<file path="config.mk">
export PLATFORM = sky130hd
export DESIGN_NAME = sexpr_list_framer
export DESIGN_NICKNAME = d
export VERILOG_FILES = /design/src/hw/rtl/slf_pkg.sv /design/src/hw/rtl/slf_apb.sv /design/src/hw/rtl/slf_step.sv /design/src/hw/rtl/sexpr_list_framer.sv
export SDC_FILE = /design/constraint.sdc
export NUM_CORES = 1
export LEC_CHECK = 0
export BUFFER_PORTS_ARGS = -buffer_cell sky130_fd_sc_hd__buf_2
export CORE_MARGIN = 5
export CORE_UTILIZATION = 42
export DETAILED_ROUTE_END_ITERATION = 10
export GPL_TIMING_DRIVEN = 1
export PLACE_DENSITY = 0.73
export SYNTH_ARGS = -nofsm -noshare
export SYNTH_HDL_FRONTEND = slang
export SYNTH_SLANG_ARGS = --single-unit
</file>
<file path="constraint.sdc">
create_clock -name clk_i -period 5.4 [get_ports clk_i]
set_input_delay 0.81 -clock clk_i [delete_from_list [all_inputs] [get_ports clk_i]]
set_output_delay 0.81 -clock clk_i [all_outputs]
set_load 0.01 [all_outputs]
</file>
<file path="src/hw/rtl/slf_pkg.sv">
// Shared types, character codes and limits of the list framer.
package slf_pkg;

  localparam int unsigned MaxDepth = 255;
  localparam logic [7:0] DepthLimit = (MaxDepth < 255) ? 8'(MaxDepth) : 8'd255;

  localparam logic [15:0] MaxLengthReset = 16'd4096;

  localparam logic [7:0] ChOpen  = 8'h28;
  localparam logic [7:0] ChClose = 8'h29;
  localparam logic [7:0] ChSpace = 8'h20;
  localparam logic [7:0] ChNl    = 8'h0A;
  localparam logic [7:0] ChTab   = 8'h09;

  localparam logic [15:0] ElemMax = 16'hFFFF;

  typedef enum logic [3:0] {
    ST_SPACE      = 4'd0,
    ST_OPENED     = 4'd1,
    ST_INSIDE     = 4'd2,
    ST_DONE       = 4'd3,
    ST_STREAM_END = 4'd4,
    ST_NOT_LIST   = 4'd5,
    ST_EARLY_END  = 4'd6,
    ST_TOO_LONG   = 4'd7,
    ST_TOO_DEEP   = 4'd8
  } status_e;

  typedef struct packed {
    status_e     status;
    logic [7:0]  byte_echo;
    logic [7:0]  nesting_level;
    logic        element_starts;
    logic        element_ends;
    logic [15:0] element_total;
  } result_t;

  typedef struct packed {
    logic       data_valid;
    logic [7:0] data_byte;
    logic       end_of_input;
  } item_t;

  function automatic logic is_blank(input logic [7:0] c);
    is_blank = (c == ChSpace) || (c == ChNl) || (c == ChTab);
  endfunction

endpackage

</file>
<file path="src/hw/rtl/slf_apb.sv">
// Configuration register file with an APB-style access port.
module slf_apb import slf_pkg::*; (
  input  logic        clk_i,
  input  logic        rst_ni,
  input  logic        psel,
  input  logic        penable,
  input  logic        pwrite,
  input  logic [2:0]  paddr,
  input  logic [31:0] pwdata,
  output logic [31:0] prdata,
  output logic        pready,
  output logic [15:0] max_length_o
);

  logic [15:0] max_length_q, max_length_d;
  logic        wr_en;

  assign pready = 1'b1;
  assign wr_en  = psel && penable && pwrite && (paddr[2] == 1'b0);

  always_comb begin
    max_length_d = max_length_q;
    if (wr_en) begin
      max_length_d = pwdata[15:0];
    end
  end

  always_ff @(posedge clk_i or negedge rst_ni) begin
    if (!rst_ni) begin
      max_length_q <= MaxLengthReset;
    end else begin
      max_length_q <= max_length_d;
    end
  end

  always_comb begin
    prdata = 32'd0;
    if (paddr[2] == 1'b0) begin
      prdata = {16'd0, max_length_q};
    end
  end

  assign max_length_o = max_length_q;

endmodule

</file>
<file path="src/hw/rtl/slf_step.sv">
// Per-byte framing logic and the list state it updates.
module slf_step import slf_pkg::*; (
  input  logic        clk_i,
  input  logic        rst_ni,
  input  logic        step_i,
  input  item_t       item_i,
  input  logic [15:0] max_length_i,
  output result_t     result_o
);

  logic        phase_q, phase_d;
  logic [7:0]  depth_q, depth_d;
  logic [15:0] bytes_q, bytes_d;
  logic [15:0] elems_q, elems_d;
  logic        atom_q, atom_d;

  logic [7:0]  c;
  logic        eoi;
  logic [15:0] elems_inc;

  assign c         = item_i.data_byte;
  assign eoi       = item_i.end_of_input;
  assign elems_inc = (elems_q == ElemMax) ? elems_q : elems_q + 16'd1;

  always_comb begin
    phase_d  = phase_q;
    depth_d  = depth_q;
    bytes_d  = bytes_q;
    elems_d  = elems_q;
    atom_d   = atom_q;
    result_o = '0;
    if (!phase_q) begin
      if (eoi) begin
        result_o.status = ST_STREAM_END;
      end else if (c == ChOpen) begin
        phase_d  = 1'b1;
        depth_d  = 8'd1;
        bytes_d  = 16'd1;
        elems_d  = 16'd0;
        atom_d   = 1'b0;
        result_o.status        = ST_OPENED;
        result_o.byte_echo     = c;
        result_o.nesting_level = 8'd1;
      end else if (is_blank(c)) begin
        result_o.status = ST_SPACE;
      end else begin
        result_o.status = ST_NOT_LIST;
      end
    end else if (eoi || (bytes_q >= max_length_i) ||
                 ((c == ChOpen) && (depth_q >= DepthLimit))) begin
      phase_d = 1'b0;
      depth_d = 8'd0;
      bytes_d = 16'd0;
      elems_d = 16'd0;
      atom_d  = 1'b0;
      if (eoi) begin
        result_o.status = ST_EARLY_END;
      end else if (bytes_q >= max_length_i) begin
        result_o.status = ST_TOO_LONG;
      end else begin
        result_o.status = ST_TOO_DEEP;
      end
    end else if ((c == ChClose) && (depth_q <= 8'd1)) begin
      phase_d = 1'b0;
      depth_d = 8'd0;
      bytes_d = 16'd0;
      elems_d = 16'd0;
      atom_d  = 1'b0;
      result_o.status        = ST_DONE;
      result_o.byte_echo     = c;
      result_o.element_ends  = atom_q;
      result_o.element_total = elems_q;
    end else begin
      if (c == ChOpen) begin
        if (depth_q <= 8'd1) begin
          result_o.element_ends   = atom_q;
          result_o.element_starts = 1'b1;
          atom_d  = 1'b0;
          elems_d = elems_inc;
        end
        depth_d = depth_q + 8'd1;
      end else if (c == ChClose) begin
        depth_d = depth_q - 8'd1;
        result_o.element_ends = (depth_q == 8'd2);
      end else if (depth_q <= 8'd1) begin
        if (is_blank(c)) begin
          result_o.element_ends = atom_q;
          atom_d = 1'b0;
        end else if (!atom_q) begin
          result_o.element_starts = 1'b1;
          atom_d  = 1'b1;
          elems_d = elems_inc;
        end
      end
      bytes_d = bytes_q + 16'd1;
      result_o.status        = ST_INSIDE;
      result_o.byte_echo     = c;
      result_o.nesting_level = depth_d;
      result_o.element_total = elems_d;
    end
  end

  always_ff @(posedge clk_i or negedge rst_ni) begin
    if (!rst_ni) begin
      phase_q <= 1'b0;
      depth_q <= 8'd0;
      bytes_q <= 16'd0;
      elems_q <= 16'd0;
      atom_q  <= 1'b0;
    end else if (step_i && item_i.data_valid) begin
      phase_q <= phase_d;
      depth_q <= depth_d;
      bytes_q <= bytes_d;
      elems_q <= elems_d;
      atom_q  <= atom_d;
    end
  end

endmodule

</file>
<file path="src/hw/rtl/sexpr_list_framer.sv">
// Top level of the list framer: item register, framing step, result register, config port.
// One byte is taken per clock cycle at full rate; its result reaches the master side through
// the input register and then the result register. The framing state (depth, byte count,
// element count, atom flag) is updated in the single step between the two registers, so
// back-to-back items see each other's effect with no bubbles. A stalled master side holds the
// result register, then fills the input register, then drops s_axis_tready. max_length
// is to be written through the APB port only while the stream is idle; the block itself
// does not enforce this.
module sexpr_list_framer import slf_pkg::*; (
  input  logic        clk_i,
  input  logic        rst_ni,
  input  logic        s_axis_tvalid,
  output logic        s_axis_tready,
  input  logic [7:0]  s_axis_tdata,   // [7:0] data_byte
  input  logic        s_axis_tlast,   // end_of_input
  output logic        m_axis_tvalid,
  input  logic        m_axis_tready,
  // [7:0] byte_echo, [15:8] nesting_level, [16] element_starts, [17] element_ends,
  // [33:18] element_total, [39:34] zero
  output logic [39:0] m_axis_tdata,
  output logic [3:0]  m_axis_tuser,   // [3:0] status
  input  logic        psel,
  input  logic        penable,
  input  logic        pwrite,
  input  logic [2:0]  paddr,
  input  logic [31:0] pwdata,
  output logic [31:0] prdata,
  output logic        pready
);

  item_t       item_q, item_d;
  logic        out_valid_q, out_valid_d;
  result_t     res_q, res_d;
  result_t     step_res;
  logic        out_adv;
  logic        in_take;
  logic [15:0] max_length;

  slf_apb u_apb (
    .clk_i        (clk_i),
    .rst_ni       (rst_ni),
    .psel         (psel),
    .penable      (penable),
    .pwrite       (pwrite),
    .paddr        (paddr),
    .pwdata       (pwdata),
    .prdata       (prdata),
    .pready       (pready),
    .max_length_o (max_length)
  );

  slf_step u_step (
    .clk_i        (clk_i),
    .rst_ni       (rst_ni),
    .step_i       (out_adv),
    .item_i       (item_q),
    .max_length_i (max_length),
    .result_o     (step_res)
  );

  assign out_adv       = !out_valid_q || m_axis_tready;
  assign s_axis_tready = !item_q.data_valid || out_adv;
  assign in_take       = s_axis_tvalid && s_axis_tready;

  always_comb begin
    item_d = item_q;
    if (in_take) begin
      item_d.data_valid   = 1'b1;
      item_d.data_byte    = s_axis_tdata;
      item_d.end_of_input = s_axis_tlast;
    end else if (out_adv) begin
      item_d.data_valid = 1'b0;
    end
  end

  always_comb begin
    out_valid_d = out_valid_q;
    res_d       = res_q;
    if (out_adv) begin
      out_valid_d = item_q.data_valid;
      res_d       = step_res;
    end
  end

  always_ff @(posedge clk_i or negedge rst_ni) begin
    if (!rst_ni) begin
      item_q      <= '0;
      out_valid_q <= 1'b0;
      res_q       <= '0;
    end else begin
      item_q      <= item_d;
      out_valid_q <= out_valid_d;
      res_q       <= res_d;
    end
  end

  assign m_axis_tvalid = out_valid_q;
  assign m_axis_tuser  = res_q.status;
  assign m_axis_tdata  = {6'd0, res_q.element_total, res_q.element_ends,
                          res_q.element_starts, res_q.nesting_level, res_q.byte_echo};

  a_err_zero: assert property (@(posedge clk_i) disable iff (!rst_ni)
    (out_valid_q && (res_q.status == ST_EARLY_END || res_q.status == ST_TOO_LONG ||
                     res_q.status == ST_TOO_DEEP)) |-> (m_axis_tdata == 40'd0))
    else $error("error result carries nonzero fields");

  a_done_level: assert property (@(posedge clk_i) disable iff (!rst_ni)
    (out_valid_q && res_q.status == ST_DONE) |->
      (res_q.nesting_level == 8'd0 && res_q.byte_echo == ChClose))
    else $error("list done without closing byte at level zero");

  a_open_level: assert property (@(posedge clk_i) disable iff (!rst_ni)
    (out_valid_q && res_q.status == ST_OPENED) |->
      (res_q.nesting_level == 8'd1 && res_q.byte_echo == ChOpen))
    else $error("opened list not at level one");

  a_stall_cause: assert property (@(posedge clk_i) disable iff (!rst_ni)
    !s_axis_tready |-> (out_valid_q && !m_axis_tready && item_q.data_valid))
    else $error("input stalled without a full pipeline");

  a_inside_level: assert property (@(posedge clk_i) disable iff (!rst_ni)
    (out_valid_q && res_q.status == ST_INSIDE) |-> (res_q.nesting_level != 8'd0))
    else $error("item inside a list reported at level zero");

endmodule

</file>
==> results of run 1 <==
[kinds of logic (layout without fill, tap and decap cells)]
family	count (synthesis)	count (layout)
simple gates	242	242
fa+ha+maj	22	22
flops	107	107
other cells	2	23
xor+xnor	20	20
compound gates	157	157
buf+inv	90	139
mux	31	31
[per-layer routing]
metal | wire [um] | part of all wire [%] | vias up | global-route usage, %
met5 | 0 | 0 | - | 0
met4 | 257 | 1.8 | 0 | 5.75
met3 | 662 | 4.7 | 17 | 3.58
met2 | 6950 | 49 | 104 | 28.4
met1 | 6340 | 45 | 2369 | 22.0
li1 | - | - | 2447 | -
[cell usage in the layout, fill, tap and decap left out, drive strengths merged, types with 3 or more instances in the layout]
master    n
nand3    18
or4       3
mux2i     4
xor2      6
buf      93
o22ai     5
nor3b     6
dfrtp   106
o31ai    13
xnor2    14
nand2b    8
clkinv    3
nor3     20
nand4b    3
and3b     3
or3       7
a211oi    3
inv      31
nor2     44
conb     23
and3     14
nor2b     5
clkbuf   11
nand4    10
nor4      5
a21oi    30
nand2    87
ha       22
a31oi     9
o21ai    71
mux2     27
[final timing paths]
check,start,end,slack [ns],cells after the start
setup / recovery,item_q[3],u_step.bytes_q[6],1.98,8
hold reg to reg,m_axis_tdata[15],m_axis_tdata[15],0.47,2
max in group asynchronous,rst_ni,m_axis_tdata[15],3.76,2
min in group asynchronous,rst_ni,u_apb.max_length_o[1],0.54,1
setup reg to reg,item_q[3],u_step.bytes_q[6],1.98,8
hold / removal,m_axis_tdata[15],m_axis_tdata[15],0.47,2
[report_power, final]
group	switching [mW]	internal (mW)	total (mW)
sequential	0.0888	0.894	0.983
combinational	0.364	0.234	0.598
clock	0.292	0.335	0.627
total	0.745	1.46	2.21
[area by class of cell]
type                    instances  area [um2]  area share, %
clock buffers                  11         253           3.70
flip-flops and latches        107        2680           39.2
inverters                      31         116           1.70
well taps                     184         230           3.37
multi-input cells             495        3050           44.6
repair buffers                 93         480           7.03
clock inverters                 4        26.3          0.385
[state kept, by name, summed over array words and instances, names as in the netlist]
name,cells
m_axis_tdata,34
u_apb.max_length_o,16
u_step.bytes_q,16
u_step.elems_q,16
item_q,10
u_step.depth_q,8
m_axis_tuser,4
m_axis_tvalid,1
u_step.atom_q,1
u_step.phase_q,1
[worst min-delay path: stages, from the launching register on]
cell	delay [ns]
dfrtp_1	0.34
nand2_1	0.05
o31ai_1	0.05
==> results.py, run 1 <==
metrics = {
    "outcome": {
        "status": "complete, no violations",
    },
    "yosys": {
        "synthTopCellsByArea": "dfrtp_1 44%, nand2_1 5.4%, mux2_2 5.0%, ha_1 4.5%, o21ai_0 4.4%",
        "muxShareOfSynthArea_pct": 5.65,
        "synthAdderAreaFrac_pct": 4.52,
        "ys_seq_area_share_pct": 44.0,
        "synthMostInstantiatedCell": "dfrtp_1",
        "avgSynthCellArea_um2": 9.07,
        "synth_edf_count": 0,
        "ys_types": 64,
        "synth_compound_gate_area_share_pct": 15.7,
        "ys_async_sr_fraction_pct": 100,
        "synth_warnings": 0,
        "synth_xor_area_share_pct": 2.88,
        "yosys.area.top_type_share_pct": 43.6,
        "synth_cells": 671,
        "synth_top_family_by_area": "simple AND/OR/NAND/NOR gates",
        "ys_ff_latch": 107,
        "syn_area_um2": 6090,
        "ys_top_cells_by_count": "106 x dfrtp_1, 87 x nand2_1, 53 x o21ai_0",
        "synth_flop_cell": "dfrtp_1",
        "yosys.area.top_type": "dfrtp_1",
        "synth_simple_gate_area_share_pct": 19.8,
    },
    "sta": {
        "worst_hold_slack_ns": 0.474,
        "fin_skew_ns": 0.00831,
        "post-route-period-util_pct": 63.3,
        "rsz0062_at_grt": "no",
        "setup_viol": 0,
        "clock.fmax_mhz": 293,
        "tightest_slew_ns": 1.03,
        "setup_slack_ns": 1.98,
        "layout_min_cycle_time_ns": 3.42,
        "slew_headroom_pct": 31.4,
        "finalMaxSlewViolations": 0,
        "hold_viol_final": 0,
        "timing.setup.tns_ns": 0,
    },
    "place": {
        "place_area_um2": 6550,
        "dp_slack_ns": 1.96,
        "dp_cells": 910,
        "io_buffers": 88,
        "place.gp.congestion": 0.806,
        "place_hpwl_um": 10100,
    },
    "layout": {
        "post-route-util_pct": 47.6,
        "antenna_cells": 0,
        "fillers": 1400,
        "final_design_area_no_fill_um2": 6830,
        "fin_nets": 810,
        "drive_gt1_share_pct": 19.3,
        "final_cells": 925,
        "syn_to_final_growth_pct": 12.3,
    },
    "setup_path": {
        "worstPathMaxFanout": 25,
        "critical_path_class": "flip-flop to flip-flop",
        "cp-end-kind": "flip-flop",
        "arrival_ns": 3.64,
        "cp_slowest_cell": "nor4_1",
        "cp_cell_sequence": "nor4_1 > nand2_1 > nor3_2 > buf_4 > nor3b_1 > and2_1 > a41oi_1 > a21oi_1",
        "start_kind": "flip-flop",
        "critPathTopFamily": "simple AND/OR/NAND/NOR gates",
        "worstPathRequired_ns": 5.63,
        "critical_path_buf_inv_count": 1,
        "critPathMaxStageDelay_ns": 0.73,
    },
    "floorplanning": {
        "die_y_um": 130,
        "die_w_um": 130,
        "coreArea_um2": 14400,
        "start_util_pct": 42.4,
        "rows": 44,
        "fp.dieArea_um2": 17000,
        "ios": 130,
    },
    "global_route": {
        "grt_pass1_vias": 4728,
        "grt_pass1_wl_um": 23200,
        "grt_max_degree": 65,
        "grt_overflow": 0,
        "grtUsageTotal_pct": 17.0,
        "antenna_found_initial": 0,
    },
    "cts": {
        "cts_max_level": 3,
        "clk_pin_slew_ns": 0.07,
        "cts_buffers": 9,
        "cts_tree": "done",
        "clock_latency_ns": 0.35,
        "cts_setup_buffers": 0,
        "clockBufferDepth": 2,
        "cts_resized": 0,
        "cts_root_buffer": "clkbuf_16",
        "cts_hold_buf": 0,
        "cts.sink_count": 107,
    },
    "route": {
        "via_count": 4937,
        "wl_per_cell_um": 15.4,
        "drt_pass1_iterations": 6,
        "drt_iter0_drc": 438,
        "viasPerCell": 5.34,
        "drc_errors": 0,
        "drt-total-wl_um": 14200,
        "ant_nets": 0,
    },
    "hold_path": {
        "hp-class": "flip-flop to flip-flop",
    },
    "power_and_ir_drop": {
        "vdd_drop_max_mv": 0.144,
        "pwr_density_cell_nw_per_um2": 323,
        "total_power_mw": 2.21,
        "total_leakage_power_nw": 3.22,
    },
    "run": {
        "drv_cap": 0,
    },
}
(Power assumes the default switching activity.)
==> run 2, diff against run 1 <==
- clock period: 5.4 -> 3.5 ns (I/O delays scaled with it)
==> run 2 against run 1 <==
Against the previous run: hold slack worse by 0.092 ns; core utilization up 0.71 points; total power up 57%; global-route usage down 0.20 points; non-clock buffer count up 11; worst setup slack worse by 1.6 ns; register-to-register slack worse by 1.6 ns; die area unchanged; combinational power up 58%; wire length down 1.5%; final cell count up 1.2%; clock skew down 0.00097 ns; critical endpoint is now u_step.elems_q[11]; largest cell class unchanged.
==> results.py, run 2 (synthesized netlist as in run 1, its figures left out) <==
metrics = {
    "outcome": {
        "status": "complete, no violations",
    },
    "hold_path": {
        "hp-class": "input pin to flip-flop",
    },
    "route": {
        "drc_errors": 0,
        "via_count": 5043,
        "ant_nets": 0,
        "drt-total-wl_um": 14000,
        "wl_per_cell_um": 15.0,
        "drt_iter0_drc": 412,
        "viasPerCell": 5.39,
        "drt_pass1_iterations": 5,
    },
    "power_and_ir_drop": {
        "power.net_switching_mw": 1.15,
        "total_leakage_power_nw": 3.28,
        "vdd_drop_max_mv": 0.251,
        "sequentialPowerShare_pct": 43.9,
        "pwr_density_cell_nw_per_um2": 499,
        "clkPwrFrac_pct": 28.7,
        "total_power_mw": 3.46,
        "power.internal_mw": 2.31,
        "comb_power_share_pct": 27.4,
        "swShare_pct": 33.2,
    },
    "floorplanning": {
        "rows": 44,
        "fp.dieArea_um2": 17000,
        "start_util_pct": 42.4,
        "ios": 130,
        "coreArea_um2": 14400,
        "die_y_um": 130,
        "die_w_um": 130,
    },
    "cts": {
        "cts_root_buffer": "clkbuf_16",
        "clk_pin_slew_ns": 0.07,
        "cts_max_level": 3,
        "cts_tree": "done",
        "cts_setup_buffers": 0,
        "clock_latency_ns": 0.35,
        "clockBufferDepth": 2,
        "cts_buffers": 9,
        "cts.sink_count": 107,
    },
    "sta": {
        "setup_viol": 0,
        "worst_hold_slack_ns": 0.382,
        "finalMaxSlewViolations": 0,
        "layout_min_cycle_time_ns": 3.15,
        "slew_headroom_pct": 31.6,
        "setup_slack_ns": 0.352,
        "clock.fmax_mhz": 318,
        "fin_skew_ns": 0.00734,
        "tightest_slew_ns": 1.03,
        "post-route-period-util_pct": 89.9,
        "rsz0062_at_grt": "no",
        "hold_viol_final": 0,
        "timing.setup.tns_ns": 0,
    },
    "layout": {
        "final_design_area_no_fill_um2": 6940,
        "antenna_cells": 0,
        "final_common_cell": "dfrtp_1",
        "layout_common_cells": "106 x dfrtp_1, 87 x nand2_1, 87 x buf_2",
        "drive_gt1_share_pct": 20.2,
        "syn_to_final_growth_pct": 13.9,
        "fin_nets": 821,
        "largest_reg_flops": 34,
    },
    "place": {
        "place_area_um2": 6640,
        "io_buffers": 88,
        "dp_slack_ns": 0.401,
        "place.gp.congestion": 0.832,
        "place_hpwl_um": 10000,
    },
    "setup_path": {
        "cp_slowest_cell": "a2111oi_4",
        "arrival_ns": 3.41,
        "critPathTopFamily": "simple AND/OR/NAND/NOR gates",
        "start_kind": "flip-flop",
        "worstPathRequired_ns": 3.76,
        "critical_path_buf_inv_count": 0,
        "cp_cell_sequence": "or3_1 > or4_1 > a2111oi_4 > nand2_1 > nor2_1 > a21oi_1 > a31oi_1",
        "worstPathMaxFanout": 9,
        "cp-end-kind": "flip-flop",
        "critPathMaxStageDelay_ns": 0.71,
        "critical_path_class": "flip-flop to flip-flop",
    },
    "global_route": {
        "grt_pass1_wl_um": 23200,
        "antenna_found_initial": 0,
        "grt_overflow": 0,
        "grt_max_degree": 106,
        "grtUsageTotal_pct": 16.8,
        "grt_pass1_vias": 4787,
    },
    "run": {
        "drv_cap": 0,
    },
}
[run 2: what timing repair did]
action | in CTS | in global routing
endpoints found under the hold margin | 2 | 0
hold buffers | 1 | 0
resized for setup | 0 | 0
[run 2: layout make-up]
class | count | area (um2)
tap | 184 | 230
clock inverter | 5 | 55.1
clock buffer | 10 | 229
sequential | 107 | 2680
inverter | 31 | 116
timing repair buffer | 104 | 578
fill | 1350 | 7430
multi-input combinational | 495 | 3050
[run 2: layer usage]
metal | GRT usage, % | vias up | share of wire, %
met3 | 3.09 | 12 | 5.1
met2 | 27.6 | 126 | 49
met1 | 22.9 | 2420 | 45
met4 | 4.48 | 0 | 1.2
met5 | 0 | - | 0
li1 | - | 2485 | -
[run 2: per-stage QoR]
stage / instances / util (%)
2_1_floorplan: 692 / -
3_3_place_gp: 920 / 46.2
3_5_place_dp: 920 / 46.2
4_1_cts: 936 / 48.3
5_1_grt: 936 / 48.3
6_report: 936 / 48.3
[run 2: path summary, 6_finish.rpt]
| check | from | to | slack [ns] | cells after the start |
|---|---|---|---|---|
| min in group asynchronous | rst_ni | u_apb.max_length_o[2] | 0.51 | 2 |
| hold / removal | s_axis_tvalid | item_q[9] | 0.38 | 2 |
| max in group asynchronous | rst_ni | m_axis_tdata[6] | 2.24 | 3 |
| setup / recovery | u_step.depth_q[5] | u_step.elems_q[11] | 0.35 | 7 |
| setup reg to reg | u_step.depth_q[5] | u_step.elems_q[11] | 0.35 | 7 |
| hold reg to reg | m_axis_tdata[32] | m_axis_tdata[32] | 0.47 | 2 |
[run 2: worst reg2reg max path: stages (launching register included)]
cell and delay [ns]:
dfrtp_1 0.48, or3_1 0.40, or4_1 0.64, a2111oi_4 0.71, nand2_1 0.33, nor2_1 0.23, a21oi_1 0.10, a31oi_1 0.18
[run 2: power groups by stage]
stage | combinational (mW) | sequential [mW] | clock, mW
after CTS | 0.953 | 1.52 | 1.02
after global routing | 1.07 | 1.54 | 1.06
after detailed placement | 0.949 | 1.54 | 0
after floorplan | 0.699 | 1.51 | 0
after global placement | 0.934 | 1.54 | 0
final | 0.947 | 1.52 | 0.994
==> run 3, diff against run 2 <==
- PLACE_DENSITY: 0.73 -> 0.72
- SYNTH_HIERARCHICAL: not set -> 1
==> run 3 against run 2 <==
Against the previous run: flip-flop and latch count stayed put; hold slack worse by 0.18 ns; wire length is 12% higher; cell area is 11% higher; worst setup slack better by 0.091 ns; combinational power is 9.5% lower.
==> results.py, run 3 <==
metrics = {
    "outcome": {
        "status": "complete, no violations",
    },
    "sta": {
        "setup_viol": 0,
        "layout_min_cycle_time_ns": 3.06,
        "setup_slack_ns": 0.443,
        "slew_headroom_pct": 43.8,
        "rsz0062_at_grt": "no",
        "timing.setup.tns_ns": 0,
        "post-route-period-util_pct": 87.3,
        "finalMaxSlewViolations": 0,
        "tightest_slew_ns": 0.840,
        "hold_viol_final": 0,
        "fin_skew_ns": 0.0105,
        "clock.fmax_mhz": 327,
    },
    "yosys": {
        "yosys.area.top_type_share_pct": 38.2,
        "synth_cells": 692,
        "synth_edf_count": 0,
        "ys_async_sr_fraction_pct": 100,
        "syn_area_um2": 6940,
        "ys_top_cells_by_count": "106 x dfrtp_1, 54 x nand2_1, 48 x mux2_4",
        "yosys.area.top_type": "dfrtp_1",
        "ys_seq_area_share_pct": 38.6,
        "synth_flop_cell": "dfrtp_1",
        "muxShareOfSynthArea_pct": 11.5,
        "synth_compound_gate_area_share_pct": 13.8,
        "ys_ff_latch": 107,
        "ys_types": 79,
        "synthTopCellsByArea": "dfrtp_1 38%, mux2_4 10%, ha_1 4.0%, buf_4 3.6%, nand2_1 2.9%",
        "synth_xor_area_share_pct": 1.64,
        "synthAdderAreaFrac_pct": 3.97,
        "avgSynthCellArea_um2": 10.0,
        "synthMostInstantiatedCell": "dfrtp_1",
        "synth_top_family_by_area": "simple AND/OR/NAND/NOR gates",
        "synth_warnings": 6,
        "synth_simple_gate_area_share_pct": 21.3,
    },
    "route": {
        "ant_nets": 0,
        "drc_errors": 0,
        "wl_per_cell_um": 15.9,
        "drt_iter0_drc": 440,
        "via_count": 5327,
        "drt-total-wl_um": 15700,
        "drt_pass1_iterations": 5,
        "viasPerCell": 5.41,
    },
    "power_and_ir_drop": {
        "vdd_drop_max_mv": 0.278,
        "power.internal_mw": 2.32,
        "comb_power_share_pct": 24.7,
        "swShare_pct": 33.1,
        "total_leakage_power_nw": 3.66,
        "sequentialPowerShare_pct": 44.6,
        "power.net_switching_mw": 1.15,
        "pwr_density_cell_nw_per_um2": 451,
        "clkPwrFrac_pct": 30.7,
    },
    "setup_path": {
        "worstPathRequired_ns": 3.74,
        "arrival_ns": 3.30,
        "worstPathMaxFanout": 11,
        "cp-end-kind": "flip-flop",
        "start_kind": "flip-flop",
        "critical_path_class": "flip-flop to flip-flop",
    },
    "global_route": {
        "antenna_found_initial": 0,
        "grtUsageTotal_pct": 16.4,
        "grt_max_degree": 56,
        "grt_pass1_wl_um": 26400,
        "grt_pass1_vias": 5257,
        "grt_overflow": 0,
    },
    "cts": {
        "clk_pin_slew_ns": 0.07,
        "clockBufferDepth": 2,
        "cts_max_level": 3,
        "cts_resized": 0,
        "cts_root_buffer": "clkbuf_16",
        "cts.sink_count": 107,
        "cts_buffers": 9,
        "cts_tree": "done",
        "cts_hold_buf": 0,
        "clock_latency_ns": 0.36,
        "cts_setup_buffers": 0,
    },
    "layout": {
        "drive_gt1_share_pct": 26.7,
        "final_cells": 985,
        "largest_reg_flops": 34,
        "layout_common_cells": "106 x dfrtp_1, 87 x buf_2, 54 x nand2_1",
        "fin_nets": 833,
        "final_common_cell": "dfrtp_1",
        "syn_to_final_growth_pct": 11.0,
        "antenna_cells": 0,
    },
    "place": {
        "place_hpwl_um": 11000,
        "dp_cells": 969,
        "dp_slack_ns": 0.488,
        "place.gp.congestion": 0.854,
        "io_buffers": 88,
    },
    "floorplanning": {
        "fp.dieArea_um2": 19200,
        "die_y_um": 139,
        "ios": 130,
        "rows": 47,
        "coreArea_um2": 16400,
        "start_util_pct": 42.3,
        "die_w_um": 139,
    },
    "run": {
        "drv_cap": 0,
    },
    "hold_path": {
        "hp-class": "input pin to async pin",
    },
}
==> run 3: cell types whose count changed in the layout (fill, tap and decap cells not counted), moves of 7 or more <==
cell	previous run	this run
a22o_1	2	13
nand2_1	87	54
xnor2_1	14	7
nor2b_1	4	15
o211ai_1	2	11
nand3_1	17	25
mux2_2	27	7
o21ai_0	53	15
a21oi_1	30	21
nand2b_1	8	15
nor2_1	44	37
nand4b_1	3	10
o21ai_1	18	0
mux2_4	0	48
==> run 3: power groups by stage <==
stage	Sequential (mW)	Clock (mW)	Combinational, mW
floorplan	1.51	0	0.681
global placement	1.57	0	0.835
detailed placement	1.57	0	0.858
CTS	1.55	1.10	0.860
global route	1.58	1.15	0.961
finish	1.55	1.07	0.857
==> run 3: per-stage QoR <==
stage / utilization (%) / hold WS [ns] / cell area, um2 / power (mW)
6_report: 46.9 / 0.200 / 7700 / 3.47
5_1_grt: 46.9 / 0.274 / 7700 / 3.69
4_1_cts: 46.9 / 0.247 / 7700 / 3.51
3_5_place_dp: 45.1 / 0.491 / 7390 / 2.43
3_3_place_gp: 45.1 / 0.492 / 7390 / 2.40
2_1_floorplan: - / 0.229 / 7010 / 2.19
==> run 3: routing by layer <==
layer  share of wire, %  track usage, %  vias to the layer above
met1                 47            22.4                     2570
met4                1.1            5.10                        0
met3                5.2            3.42                       15
met5                  0               0                        -
met2                 47            26.4                      136
li1                   -               -                     2606
==> run 3: area by class of cell <==
cell class                 count  area, um2
fill                        1588       8710
multi-input combinational    502       3710
sequential                   107       2680
timing repair buffer         108        606
tap                          220        275
clock buffer                   9        225
inverter                      32        120
clock inverter                 7       81.3
==> run 3: final timing paths <==
| path | from | to | slack, ns | cells after the start |
|---|---|---|---|---|
| max reg2reg | item_q[5] | m_axis_tdata[8] | 0.44 | 7 |
| min | rst_ni | m_axis_tdata[1] | 0.20 | 1 |
| max | item_q[5] | m_axis_tdata[8] | 0.44 | 7 |
| max in group asynchronous | rst_ni | m_axis_tdata[20] | 2.55 | 2 |
| min in group clk_i | pwdata[3] | u_apb/max_length_o[3] | 0.40 | 2 |
| min reg2reg | m_axis_tdata[27] | m_axis_tdata[27] | 0.51 | 1 |
==> run 3: worst max-delay path: stages, from the launching register on <==
cell and delay [ns]:
dfrtp_1 0.40, or4_1 0.69, or3_1 0.42, o21bai_1 0.31, and2b_2 0.27, nand2_1 0.38, o22ai_1 0.18, mux2_4 0.29
==> run 3: kinds of logic (layout without fill, tap and decap cells) <==
logic type / after synthesis / count (layout)
multiplexers: 55 / 55
XOR/XNOR: 13 / 13
flip-flops: 107 / 107
other: 3 / 23
adder cells (fa/ha/maj): 22 / 22
buffers and inverters: 103 / 156
AO/OA/AOI/OAI: 132 / 132
AND/OR/NAND/NOR: 257 / 257
